**src/rtl/pte_pkg.sv**
```systemverilog
// ----------------------------------------------------------------------------
// pte_pkg: shared types and constants of the postfix truth table evaluator
// Token codes, config register indexes, the table-load struct and helpers
// that clamp the variable count and build variable columns.
// ----------------------------------------------------------------------------
`default_nettype none

package pte_pkg;

  // widths fixed by the interface
  localparam int unsigned MAX_VARS   = 6;
  localparam int unsigned ROWS_MAX   = 64;
  localparam int unsigned ROW_W      = 6;
  localparam int unsigned NVARS_W    = 3;
  localparam int unsigned LETTER_W   = 8;
  localparam int unsigned LETTERS_W  = 48;
  localparam int unsigned CFG_IDX_W  = 1;

  // config register indexes
  localparam logic [CFG_IDX_W-1:0] CFG_NUM_VARS = 1'b0;
  localparam logic [CFG_IDX_W-1:0] CFG_LETTERS  = 1'b1;

  // operator characters
  localparam logic [7:0] TOK_NOT = 8'h21;  // '!'
  localparam logic [7:0] TOK_AND = 8'h26;  // '&'
  localparam logic [7:0] TOK_OR  = 8'h7c;  // '|'
  localparam logic [7:0] TOK_IMP = 8'h3e;  // '>'
  localparam logic [7:0] TOK_EQV = 8'h3d;  // '='

  // letter ranges
  localparam logic [7:0] CH_UPPER_A = 8'h41;
  localparam logic [7:0] CH_UPPER_Z = 8'h5a;
  localparam logic [7:0] CH_LOWER_A = 8'h61;
  localparam logic [7:0] CH_LOWER_Z = 8'h7a;

  // finished column handed to the row emitter
  typedef struct packed {
    logic [ROWS_MAX-1:0] col;
    logic                err;
    logic [NVARS_W-1:0]  nvars;
  } load_t;

  // clamp the configured variable count to 1..MAX_VARS
  function automatic logic [NVARS_W-1:0] active_vars(input logic [NVARS_W-1:0] num);
    logic [NVARS_W-1:0] n;
    n = num;
    if (n == '0) n = NVARS_W'(1);
    if (n > NVARS_W'(MAX_VARS)) n = NVARS_W'(MAX_VARS);
    return n;
  endfunction

  // truth table column of the variable at row-index bit position shift
  function automatic logic [ROWS_MAX-1:0] var_column(input logic [NVARS_W-1:0] shift);
    logic [ROWS_MAX-1:0] col;
    logic [ROW_W-1:0]    rv;
    col = '0;
    for (int r = 0; r < ROWS_MAX; r++) begin
      rv     = ROW_W'(r) >> shift;
      col[r] = rv[0];
    end
    return col;
  endfunction

endpackage

`default_nettype wire

```
**src/rtl/pte_ram.sv**
```systemverilog
// ----------------------------------------------------------------------------
// pte_ram: generic single-write, single-read RAM
// One write port and one read port, read data registered, read-before-write.
// ----------------------------------------------------------------------------
`default_nettype none

module pte_ram #(
  parameter int unsigned WIDTH = 64,
  parameter int unsigned DEPTH = 32
) (
  input  wire logic                     clk_i,
  input  wire logic                     we_i,
  input  wire logic [$clog2(DEPTH)-1:0] waddr_i,
  input  wire logic [WIDTH-1:0]         wdata_i,
  input  wire logic [$clog2(DEPTH)-1:0] raddr_i,
  output logic      [WIDTH-1:0]         rdata_o
);

  logic [WIDTH-1:0] mem_q [DEPTH];

  // write port
  always_ff @(posedge clk_i) begin
    if (we_i) mem_q[waddr_i] <= wdata_i;
  end

  // registered read port
  always_ff @(posedge clk_i) begin
    rdata_o <= mem_q[raddr_i];
  end

endmodule

`default_nettype wire

```
**src/rtl/pte_row_emitter.sv**
```systemverilog
// ----------------------------------------------------------------------------
// pte_row_emitter: truth table row output stage
// Holds a finished column; one row beat per cycle, in row order, while ready.
// ----------------------------------------------------------------------------
`default_nettype none

module pte_row_emitter (
  input  wire logic                             clk_i,
  input  wire logic                             rst_ni,
  input  wire logic                             load_i,
  input  wire pte_pkg::load_t                   load_data_i,
  output logic                                  out_valid_o,
  input  wire logic                             out_ready_i,
  output logic      [pte_pkg::ROW_W-1:0]        row_index_o,
  output logic                                  value_o,
  output logic                                  error_o,
  output logic                                  last_row_o
);

  logic                            busy_q, busy_d;
  logic [pte_pkg::ROWS_MAX-1:0]    col_q, col_d;
  logic                            err_q, err_d;
  logic [pte_pkg::ROW_W-1:0]       row_q, row_d;
  logic [pte_pkg::ROW_W-1:0]       final_q, final_d;
  logic                            beat;

  assign beat = busy_q && out_ready_i;

  // next row, or a fresh table
  always_comb begin
    busy_d  = busy_q;
    col_d   = col_q;
    err_d   = err_q;
    row_d   = row_q;
    final_d = final_q;
    if (load_i) begin
      busy_d  = 1'b1;
      col_d   = load_data_i.col;
      err_d   = load_data_i.err;
      row_d   = '0;
      final_d = pte_pkg::ROW_W'((7'd1 << load_data_i.nvars) - 7'd1);
    end else if (beat) begin
      if (row_q == final_q) begin
        busy_d = 1'b0;
      end else begin
        row_d = row_q + pte_pkg::ROW_W'(1);
        col_d = col_q >> 1;
      end
    end
  end

  // control state
  always_ff @(posedge clk_i or negedge rst_ni) begin
    if (!rst_ni) begin
      busy_q <= 1'b0;
    end else begin
      busy_q <= busy_d;
    end
  end

  // payload
  always_ff @(posedge clk_i) begin
    col_q   <= col_d;
    err_q   <= err_d;
    row_q   <= row_d;
    final_q <= final_d;
  end

  assign out_valid_o = busy_q;
  assign row_index_o = row_q;
  assign value_o     = col_q[0] && !err_q;
  assign error_o     = err_q;
  assign last_row_o  = row_q == final_q;

endmodule

`default_nettype wire

```
**src/rtl/postfix_truth_table_evaluator.sv**
```systemverilog
// Output: the rows of a table start the cycle after its last token and go out
// one beat per cycle while ready, 2^n beats with n the clamped num_vars.
// Throughput: one token per cycle; a last token waits while the previous table
// is still draining from the row register.
// Reset: stack count, error flag, config and row stage busy flag clear
// at once; stack contents are undefined until pushed.
// ----------------------------------------------------------------------------
// postfix_truth_table_evaluator: postfix boolean expression truth table
// Evaluates all variable assignments at once on 64-bit columns; the top two
// stack entries live in registers and the rest in a RAM.
// ----------------------------------------------------------------------------
`default_nettype none

module postfix_truth_table_evaluator #(
  parameter int unsigned STACK_DEPTH = 32
) (
  input  wire logic                               clk_i,
  input  wire logic                               rst_ni,
  input  wire logic                               cfg_we_i,
  input  wire logic [pte_pkg::CFG_IDX_W-1:0]      cfg_index_i,
  input  wire logic [pte_pkg::LETTERS_W-1:0]      cfg_data_i,
  input  wire logic                               in_valid_i,
  output logic                                    in_ready_o,
  input  wire logic [7:0]                         token_i,
  input  wire logic                               last_token_i,
  output logic                                    out_valid_o,
  input  wire logic                               out_ready_i,
  output logic      [pte_pkg::ROW_W-1:0]          row_index_o,
  output logic                                    value_o,
  output logic                                    error_o,
  output logic                                    last_row_o
);

  localparam int unsigned AW = $clog2(STACK_DEPTH);
  localparam int unsigned CW = $clog2(STACK_DEPTH + 1);
  localparam int unsigned CW_ = pte_pkg::ROWS_MAX;

  logic [pte_pkg::NVARS_W-1:0]   num_vars_q;
  logic [pte_pkg::LETTERS_W-1:0] letters_q;
  logic [CW-1:0]                 count_q, count_d;
  logic                          err_q, err_d;
  logic [CW_-1:0]                top_q, top_d;
  logic [CW_-1:0]                next_q, next_d;
  logic                          byp_q, byp_d;
  logic [CW_-1:0]                byp_data_q;
  logic [CW_-1:0]                third;
  logic [CW_-1:0]                ram_rdata;
  logic                          ram_we;
  logic [AW-1:0]                 ram_waddr, ram_raddr;
  logic [pte_pkg::NVARS_W-1:0]   n_act;
  logic                          is_alpha, found;
  logic [pte_pkg::NVARS_W-1:0]   which;
  logic [CW_-1:0]                push_col;
  logic                          tok_ok;
  logic                          load;
  pte_pkg::load_t                load_data;
  logic                          emit_busy;

  // config registers
  always_ff @(posedge clk_i or negedge rst_ni) begin
    if (!rst_ni) begin
      num_vars_q <= pte_pkg::NVARS_W'(1);
      letters_q  <= '0;
    end else if (cfg_we_i) begin
      case (cfg_index_i)
        pte_pkg::CFG_NUM_VARS: num_vars_q <= cfg_data_i[pte_pkg::NVARS_W-1:0];
        pte_pkg::CFG_LETTERS:  letters_q  <= cfg_data_i;
        default: ;
      endcase
    end
  end

  assign n_act = pte_pkg::active_vars(num_vars_q);

  // letter decode, highest matching variable wins
  always_comb begin
    is_alpha = (token_i >= pte_pkg::CH_UPPER_A && token_i <= pte_pkg::CH_UPPER_Z) ||
               (token_i >= pte_pkg::CH_LOWER_A && token_i <= pte_pkg::CH_LOWER_Z);
    found = 1'b0;
    which = '0;
    for (int i = 0; i < pte_pkg::MAX_VARS; i++) begin
      if (pte_pkg::NVARS_W'(i) < n_act &&
          letters_q[i*pte_pkg::LETTER_W +: pte_pkg::LETTER_W] == token_i) begin
        found = 1'b1;
        which = pte_pkg::NVARS_W'(i);
      end
    end
    push_col = pte_pkg::var_column(n_act - pte_pkg::NVARS_W'(1) - which);
  end

  // third entry from the RAM, with forwarding of a same-cycle write
  assign third = byp_q ? byp_data_q : ram_rdata;

  // a last token waits for the row stage to drain
  assign in_ready_o = !last_token_i || !emit_busy;
  assign tok_ok     = in_valid_i && in_ready_o;

  // at most one stack operation per token
  always_comb begin
    count_d   = count_q;
    err_d     = err_q;
    top_d     = top_q;
    next_d    = next_q;
    ram_we    = 1'b0;
    ram_waddr = AW'(count_q - CW'(2));
    load      = 1'b0;
    load_data = '0;
    if (tok_ok) begin
      if (is_alpha) begin
        if (!found || count_q == CW'(STACK_DEPTH)) begin
          err_d = 1'b1;
        end else begin
          top_d   = push_col;
          next_d  = top_q;
          ram_we  = count_q >= CW'(2);
          count_d = count_q + CW'(1);
        end
      end else begin
        case (token_i)
          pte_pkg::TOK_NOT: begin
            if (count_q == '0) err_d = 1'b1;
            else top_d = ~top_q;
          end
          pte_pkg::TOK_AND, pte_pkg::TOK_OR, pte_pkg::TOK_IMP, pte_pkg::TOK_EQV: begin
            if (count_q < CW'(2)) begin
              err_d = 1'b1;
            end else begin
              case (token_i)
                pte_pkg::TOK_AND: top_d = next_q & top_q;
                pte_pkg::TOK_OR:  top_d = next_q | top_q;
                pte_pkg::TOK_IMP: top_d = ~next_q | top_q;
                default:          top_d = ~(next_q ^ top_q);
              endcase
              next_d  = third;
              count_d = count_q - CW'(1);
            end
          end
          default: ;
        endcase
      end
      // end of expression: hand the top column to the row stage
      if (last_token_i) begin
        load            = 1'b1;
        load_data.col   = top_d;
        load_data.err   = err_d || count_d == '0;
        load_data.nvars = n_act;
        count_d         = '0;
        err_d           = 1'b0;
      end
    end
    ram_raddr = AW'(count_d - CW'(3));
    byp_d     = ram_we && ram_waddr == ram_raddr;
  end

  // stack control state
  always_ff @(posedge clk_i or negedge rst_ni) begin
    if (!rst_ni) begin
      count_q <= '0;
      err_q   <= 1'b0;
      byp_q   <= 1'b0;
    end else begin
      count_q <= count_d;
      err_q   <= err_d;
      byp_q   <= byp_d;
    end
  end

  // top two columns and forwarded write data
  always_ff @(posedge clk_i) begin
    top_q      <= top_d;
    next_q     <= next_d;
    byp_data_q <= next_q;
  end

  // lower stack entries
  pte_ram #(
    .WIDTH (CW_),
    .DEPTH (STACK_DEPTH)
  ) u_stack_ram (
    .clk_i   (clk_i),
    .we_i    (ram_we),
    .waddr_i (ram_waddr),
    .wdata_i (next_q),
    .raddr_i (ram_raddr),
    .rdata_o (ram_rdata)
  );

  // row output stage
  pte_row_emitter u_rows (
    .clk_i       (clk_i),
    .rst_ni      (rst_ni),
    .load_i      (load),
    .load_data_i (load_data),
    .out_valid_o (out_valid_o),
    .out_ready_i (out_ready_i),
    .row_index_o (row_index_o),
    .value_o     (value_o),
    .error_o     (error_o),
    .last_row_o  (last_row_o)
  );

  assign emit_busy = out_valid_o;

`ifndef SYNTHESIS
  // a table is only loaded into an idle row stage
  assert property (@(posedge clk_i) disable iff (!rst_ni)
    (in_valid_i && in_ready_o && last_token_i) |-> !out_valid_o)
    else $error("last token accepted while rows still pending");

  // an accepted last token clears the stack and starts a table
  assert property (@(posedge clk_i) disable iff (!rst_ni)
    (in_valid_i && in_ready_o && last_token_i) |=> (count_q == '0 && !err_q && out_valid_o))
    else $error("stack not cleared or table not started after last token");

  // error rows always read zero
  assert property (@(posedge clk_i) disable iff (!rst_ni)
    (out_valid_o && error_o) |-> !value_o)
    else $error("error row with nonzero value");

  // stack count never exceeds the depth
  assert property (@(posedge clk_i) disable iff (!rst_ni)
    count_q <= CW'(STACK_DEPTH))
    else $error("stack count beyond depth");
`endif

endmodule

`default_nettype wire

```
**config.mk**
```make
export PLATFORM = sky130hd
export DESIGN_NAME = postfix_truth_table_evaluator
export DESIGN_NICKNAME = d
export VERILOG_FILES = /design/src/rtl/pte_pkg.sv /design/src/rtl/pte_ram.sv /design/src/rtl/pte_row_emitter.sv /design/src/rtl/postfix_truth_table_evaluator.sv
export SDC_FILE = /design/constraint.sdc
export NUM_CORES = 2
export LEC_CHECK = 0
export CORE_MARGIN = 5
export CORE_UTILIZATION = 40
export DETAILED_ROUTE_END_ITERATION = 8
export DONT_BUFFER_PORTS = 1
export HOLD_SLACK_MARGIN = 0.05
export SLEW_MARGIN = 25
export SYNTH_ARGS = -nofsm -noshare
export SYNTH_HDL_FRONTEND = slang
export SYNTH_SLANG_ARGS = --single-unit
```
**constraint.sdc**
```tcl
create_clock -name clk_i -period 8.8 [get_ports clk_i]
set_clock_uncertainty 0.05 [all_clocks]
set_input_delay 0.44 -clock clk_i [delete_from_list [all_inputs] [get_ports clk_i]]
set_output_delay 0.44 -clock clk_i [all_outputs]
set_load 0.005 [all_outputs]
```
* After elaboration in Yosys (flattened, before gate mapping)
Memory sizes are Yosys's and may differ from the RTL's. A register that Yosys moved wholly into a read port is not among the register bits. Cells that the tools add are included.
Storage, ports and cells: flip-flop bits (word level) 329, RAM bits 2048, bits of input ports 63, logic and storage cells 213, memories kept 1
Memory list:
- u_stack_ram.mem_q | depth 32, width 64, read ports 1, clocked after memory_dff 1, wr ports 1, line pte_ram.sv:19 | logic [WIDTH-1:0] mem_q [DEPTH];
Operators by class: add/sub/neg operators 8, $lt $le $gt $ge 13, eq/ne operators 17, shift operators 65, mux-type cells 53, bitwise logic cells 9, reduce and logical (&&, ||, !) cells 34
Operator list (count):
- $mux W64 | 12
- $not A64 Y64 | 3
- $pmux W64 S3 | 1
- $shr A6 B3 Y1 const A | 32
- $mux W68 | 2
- $or A64 B64 Y64 | 2
- $pmux W64 S2 | 1
- $shr A5 B3 Y1 const A | 16
- $and A64 B64 Y64 | 1
- $xor A64 B64 Y64 | 1
- $eq A8 B8 Y1 | 6
- $mux W6 | 7
- $eq A8 B6 Y1 const B | 4
- $shr A4 B3 Y1 const A | 8
- $mux W1 | 23
- $mux W3 | 6
- $ge A8 B7 Y1 const B | 2
- $le A8 B7 Y1 const B | 2
- $add A6 B1 Y6 const B | 2
- $logic_and A1 B1 Y1 | 12
- $logic_not A6 Y1 | 2
- $reduce_and A2 Y1 | 6
- $shr A3 B3 Y1 const A | 4
- $sub A6 B1 Y6 const B | 2
- other kinds (26) | 42

* Logic depth before layout (Yosys ltp)
depth after elaboration 23, depth in mapped cells 23, mapped depth without buffers 16

* Cells and area by module
From an unflattened synthesis, not the netlist that was laid out.
Unflattened totals: cell total of the unflattened synthesis 4941, area, all modules 98012.8 µm²
By module, submodules not included:
- pte_ram | instances 1, cells an instance 3096, area an instance 78964.5 µm²
- postfix_truth_table_evaluator | instances 1, cells an instance 1652, area an instance 15716.3 µm²
- pte_row_emitter | instances 1, cells an instance 193, area an instance 3331.9 µm²

* Worst setup path before layout
OpenSTA, ideal clock, no wires.
path type input-to-reg, from in token_i[6], to mem u_stack_ram.mem_q[11][0], enable pin, setup time 487 ps, arrival 5398 ps, data required time 8263 ps, path slack 2865 ps, stages 11, buffers on the path 3, path through buf_4 xor2_1 or4_1 nor4_2 or2_1 o21ai_0 clkbuf_1 buf_1 nor3_1 nand2_1 nor2_1
On the way: word-level cells in the longest chain between the ends 15, elaborated cells on any way between the ends 32
Ends and longest elaborated chain:
- start, declared | line postfix_truth_table_evaluator.sv:24 | input wire logic [7:0] token_i,
- $eq A8 B8 Y1 | line postfix_truth_table_evaluator.sv:83 | letters_q[i*pte_pkg::LETTER_W +: pte_pkg::LETTER_W] == token_i) begin
- $logic_and A1 B1 Y1 | line postfix_truth_table_evaluator.sv:82 | if (pte_pkg::NVARS_W'(i) < n_act &&
- $mux W1 (6 in series) | line postfix_truth_table_evaluator.sv:82
- $logic_not A1 Y1 | line postfix_truth_table_evaluator.sv:110 | if (!found || count_q == CW'(STACK_DEPTH)) begin
- $logic_or A1 B1 Y1 | line postfix_truth_table_evaluator.sv:110
- $mux W1 | line postfix_truth_table_evaluator.sv:110
- $mux W1 (*) | line postfix_truth_table_evaluator.sv:109 | if (is_alpha) begin
- $mux W1 (*) | line postfix_truth_table_evaluator.sv:108 | if (tok_ok) begin
- $mux W1 (*) | line pte_ram.sv:23 | if (we_i) mem_q[waddr_i] <= wdata_i;
- $mux W1 (implied by the code) (*) | line pte_ram.sv:23
- end, declared | line pte_ram.sv:19
Mark *: on every way between the ends. The rest lies on a longest branch, timed or not.

* Worst setup path after layout
from reg count_q[4], to reg u_stack_ram.rdata_o[10], read port of u_stack_ram.mem_q
On the way: word-level cells in the longest chain between the ends 8, elaborated cells on any way between the ends 13
Ends and longest elaborated chain:
- start, declared | line postfix_truth_table_evaluator.sv:40 | logic [CW-1:0] count_q, count_d;
- start signal, assigned | line postfix_truth_table_evaluator.sv:162 | count_q <= count_d;
- $sub A6 B1 Y6, or another cell as far along | line postfix_truth_table_evaluator.sv:135 | count_d = count_q - CW'(1);
- $mux W6 or $logic_or A1 B1 Y1 (tied branches) | line postfix_truth_table_evaluator.sv:125, postfix_truth_table_evaluator.sv:110
- $mux W6, on equally long branches | line postfix_truth_table_evaluator.sv:119, postfix_truth_table_evaluator.sv:110
- $mux W6 | line postfix_truth_table_evaluator.sv:109
- $mux W6 | line postfix_truth_table_evaluator.sv:108
- $mux W6 | line postfix_truth_table_evaluator.sv:142 | if (last_token_i) begin
- $mux W6 (*) | line postfix_truth_table_evaluator.sv:108
- $sub A5 B2 Y5 (*) | line postfix_truth_table_evaluator.sv:151 | ram_raddr = AW'(count_d - CW'(3));
- end, declared | line pte_ram.sv:16 | output logic [WIDTH-1:0] rdata_o
Mark *: on every way between the ends. The rest lies on a longest branch, timed or not. The select of a mux whose other input is x is not followed. A chain may end at the register's enable or synchronous reset.

==> reports/metrics.yaml <==
tritoncts.num_buffers: 235
dieArea_sq_mm: 0.255
drt_first_iter_violations: 5751
h-tree-depth: 4
netlist_instances: 5073
max-vdd-ir-drop_mv: 0.240
first_global_vias: 50600
number_of_cells_on_the_worst_reg_to_reg_path: 16
worst_slew_margin_rel_pct: 26.8
reg2reg_setup_slack_ns: 2.20
cts_tree: "done"
synth_area_per_cell_sq_um: 19.3
slew_violations: 0
synth-compound-area-share_pct: 4.96
max_clock_freq_mhz: 152
tightestPinTransition_ns: 1.10
postCtsSetupBuffers: 0
gp_routability_congestion: 0.862
drt-pass1-iter-count: 6
finalCriticalPeriod_ns: 6.60
comb_power_share_pct: 22.6
worst_setup_path_end_kind: "flop"
outcome: "finished clean"
swShare_pct: 27.6
syn-cell-area_sq_mm: 0.0979
synthSimpleGateAreaFrac_pct: 2.34
critical_path.reg2reg.startpoint: "count_q[4]$_DFF_PN0_"
insertion_delay_ns: 0.91
fillers: 20200
hold_path_startpoint: "cfg_data_i[19]"
route.vias.total: 50600
min_period_over_period_pct: 75.0
yosys_most_used_dff: "edfxtp_1"
synth.lib_cells_used.distinct: 80
synthesis.yosys.warnings: 0
asyncSetResetFlopFracSynth_pct: 2.46
top_area_cells_in_the_synthesized_netlist: "edfxtp_1 69%, mux4_2 12%, mux2i_1 3.1%"
die_height_um: 505
power_report.internal_total_uw: 22000
power_density_mw_per_mm2: 272
syn_to_final_growth_pct: 14.2
nNetsFinal: 5424
clockBufferDepth: 3
required_arrival_time_at_the_worst_endpoint_ns: 9.45
drive_gt1_share_pct: 24.2
detail_route.vias_per_cell: 5.82
synth_fp_nets: 5224
antenna_violations_before_repair: 4
synth.ff_latch_count: 2441
criticalPathCategory: "flop to flop"
power_frac_clock_pct: 34.2
grt_max_degree: 120
synth_top_family_by_area: "multiplexers"
worst_hold_path_type: "primary input to flop"
finalSetupViolations: 0
num_io_pins: 74
critPathArrivalTime_ns: 7.25
portBuffers: 0
ys_seq_area_share_pct: 73.2
drt_wl_total_um: 254000
worstHoldPathCells: 2
hold_viol_final: 0
antenna_violating_nets_post_route: 0
clock_sink_total: 2441
drcViolationCount: 0
post_detail_place_hpwl_um: 133000
groute.usage.overall_pct: 19.5
setup_tns_ns: 0
worst-path-max-fanout: 119
wl_per_cell_um: 29.3
total_switching_power_uw: 8410
rows: 181
crit_path_start_kind: "flop"
maxCapViolCount: 0
synth-adder-area-share_pct: 1.13
grt_first_pass_wirelength_um: 365000
worst_setup_hold_path_clk_slew_ns: 0.07
yosys.area_share.xor_xnor_pct: 0.841
synth-edff-count: 2247
rsz0062_at_grt: "false"
min_to: "letters_q[19]$_DFFE_PN0P_"
globalRouteOverflowTotal: 0
netlist.top_cell.by_area: "edfxtp_1"
worstReg2RegEnd: "u_stack_ram.rdata_o[10]$_DFF_P_"
dieWidth_um: 505
core-area_sq_mm: 0.243
final_util_pct: 45.9
initial_utilization_pct: 40.2
multiplexer_share_of_the_synthesized_area_pct: 15.9
static_leakage_uw: 0.0353
yosysTopAreaCellShare_pct: 68.9
p_seq_share_pct: 43.2
cts-root-buf: "clkbuf_16"
## layer usage
metal	share of wire, %	track usage [%]	vias to the layer above	wire length, um
li1	-	-	21200	-
met1	43	28.1	26900	108000
met2	48	31.3	2113	122000
met3	7.5	3.40	368	19000
met4	2.2	4.70	2	5540
met5	0.0043	0	-	11
## critical path, stage by stage (launching register included)
cell	delay [ns]
dfrtp_1	0.49
or3_1	0.49
nor2_1	0.20
nand2_1	0.46
nand2_2	0.50
a311oi_1	0.15
a22o_1	0.28
buf_4	0.26
inv_16	0.52
ha_4	0.26
a21boi_0	0.21
nand2_1	0.27
nand2_1	0.63
and2_4	0.57
buf_4	0.56
a22o_1	0.27
a221oi_2	0.04
## layout make-up
cell class	instances	area, sq um	area share, %
clock buffers	309	6460	5.78
multi-input cells	2305	25100	22.4
inverters	29	125	0.112
clock inverters	141	1640	1.46
diodes	6	15.0	0.0134
flip-flops and latches	2441	71700	64.1
well taps	3202	4010	3.58
repair buffers	261	2830	2.53
## cell usage in the layout (no fill, tap or decap), types with 60 or more instances in the layout
cell           instances
ha_1                  86
buf_4                121
dlygate4sd3_1         64
mux4_2               502
a21oi_1              167
o21ai_0              168
a22o_1                60
nand2_1              249
clkbuf_16            235
mux2i_1              308
dfxtp_1              134
mux2_2               109
nor2_1               127
edfxtp_1            2247
## flip-flops by register name, summed over array words and instances (netlist names)
register / cells
err_q: 1
u_rows.out_valid_o: 1
num_vars_q: 3
u_stack_ram.rdata_o: 64
byp_q: 1
letters_q: 48
u_rows.error_o: 1
u_stack_ram.mem_q: 2048
u_rows.row_index_o: 6
byp_data_q: 64
top_q: 64
next_q: 64
u_rows.final_q: 6
u_rows.col_q: 64
count_q: 6
## cells in the mapped netlist, drive strengths merged, types with 7 or more instances
cell type  number
o221a           7
clkbuf        179
a21oi         169
nor3           19
dfxtp         134
o2111ai        13
xor2           40
nand4          12
mux2i         308
nand3          11
xnor2          51
buf           119
a2111oi         8
o211ai         17
ha             87
or3             8
edfxtp       2247
nor4           13
nand2b         13
o221ai         18
nand2         253
and3            7
and2            8
nor2          162
a22oi          22
o21ai         173
mux2          109
o22ai          37
a221oi         78
a211oi         32
dfrtp          59
a21o            8
nor2b           9
inv            29
a22o           61
mux4          502
## power by group through the flow
stage	combinational (uW)	clock, uW	sequential, uW
finish	6870	10400	13100
global route	7350	11100	13200
CTS	6940	10600	13200
detailed placement	6890	0	13400
global placement	6840	0	13400
floorplan	5290	0	13200
## worst max-delay path by stage
stage / startpoint / to / slack (ns) / cells past startpoint
3_5_place_dp: count_q[4]$_DFF_PN0_ / u_stack_ram.rdata_o[38]$_DFF_P_ / 2.29 / 14
2_1_floorplan: token_i[6] / u_stack_ram.mem_q[11][0]$_DFFE_PP_ / 2.86 / 11
6_report: count_q[4]$_DFF_PN0_ / u_stack_ram.rdata_o[10]$_DFF_P_ / 2.20 / 16
5_1_grt: count_q[3]$_DFF_PN0_ / u_stack_ram.rdata_o[19]$_DFF_P_ / 1.79 / 16
3_3_place_gp: count_q[4]$_DFF_PN0_ / u_stack_ram.rdata_o[56]$_DFF_P_ / 2.25 / 14
4_1_cts: count_q[4]$_DFF_PN0_ / u_stack_ram.rdata_o[38]$_DFF_P_ / 2.25 / 14
## metrics by stage
stage	power [uW]	worst slack, ns	area [sq um]	hold slack (ns)	std cells
2_1_floorplan	18500	2.86	97900	0.0944	5073
3_5_place_dp	20300	2.29	102000	0.0963	8126
3_3_place_gp	20200	2.25	102000	0.0965	8110
6_report	30400	2.20	112000	0.156	8694
5_1_grt	31600	1.79	112000	0.117	8693
4_1_cts	30700	2.25	111000	0.0737	8642
## logic make-up after synthesis
kind of cell | Yosys count
compound gates | 678
xor+xnor | 91
fa+ha+maj | 88
buf+inv | 327
flops | 2441
mux | 919
simple gates | 529
## timing repair
action | CTS | global route
hold buffers | 66 | 0
hold endpoints to repair | 130 | 0
gates resized for setup | 0 | 0
(Power assumes the default switching activity.)
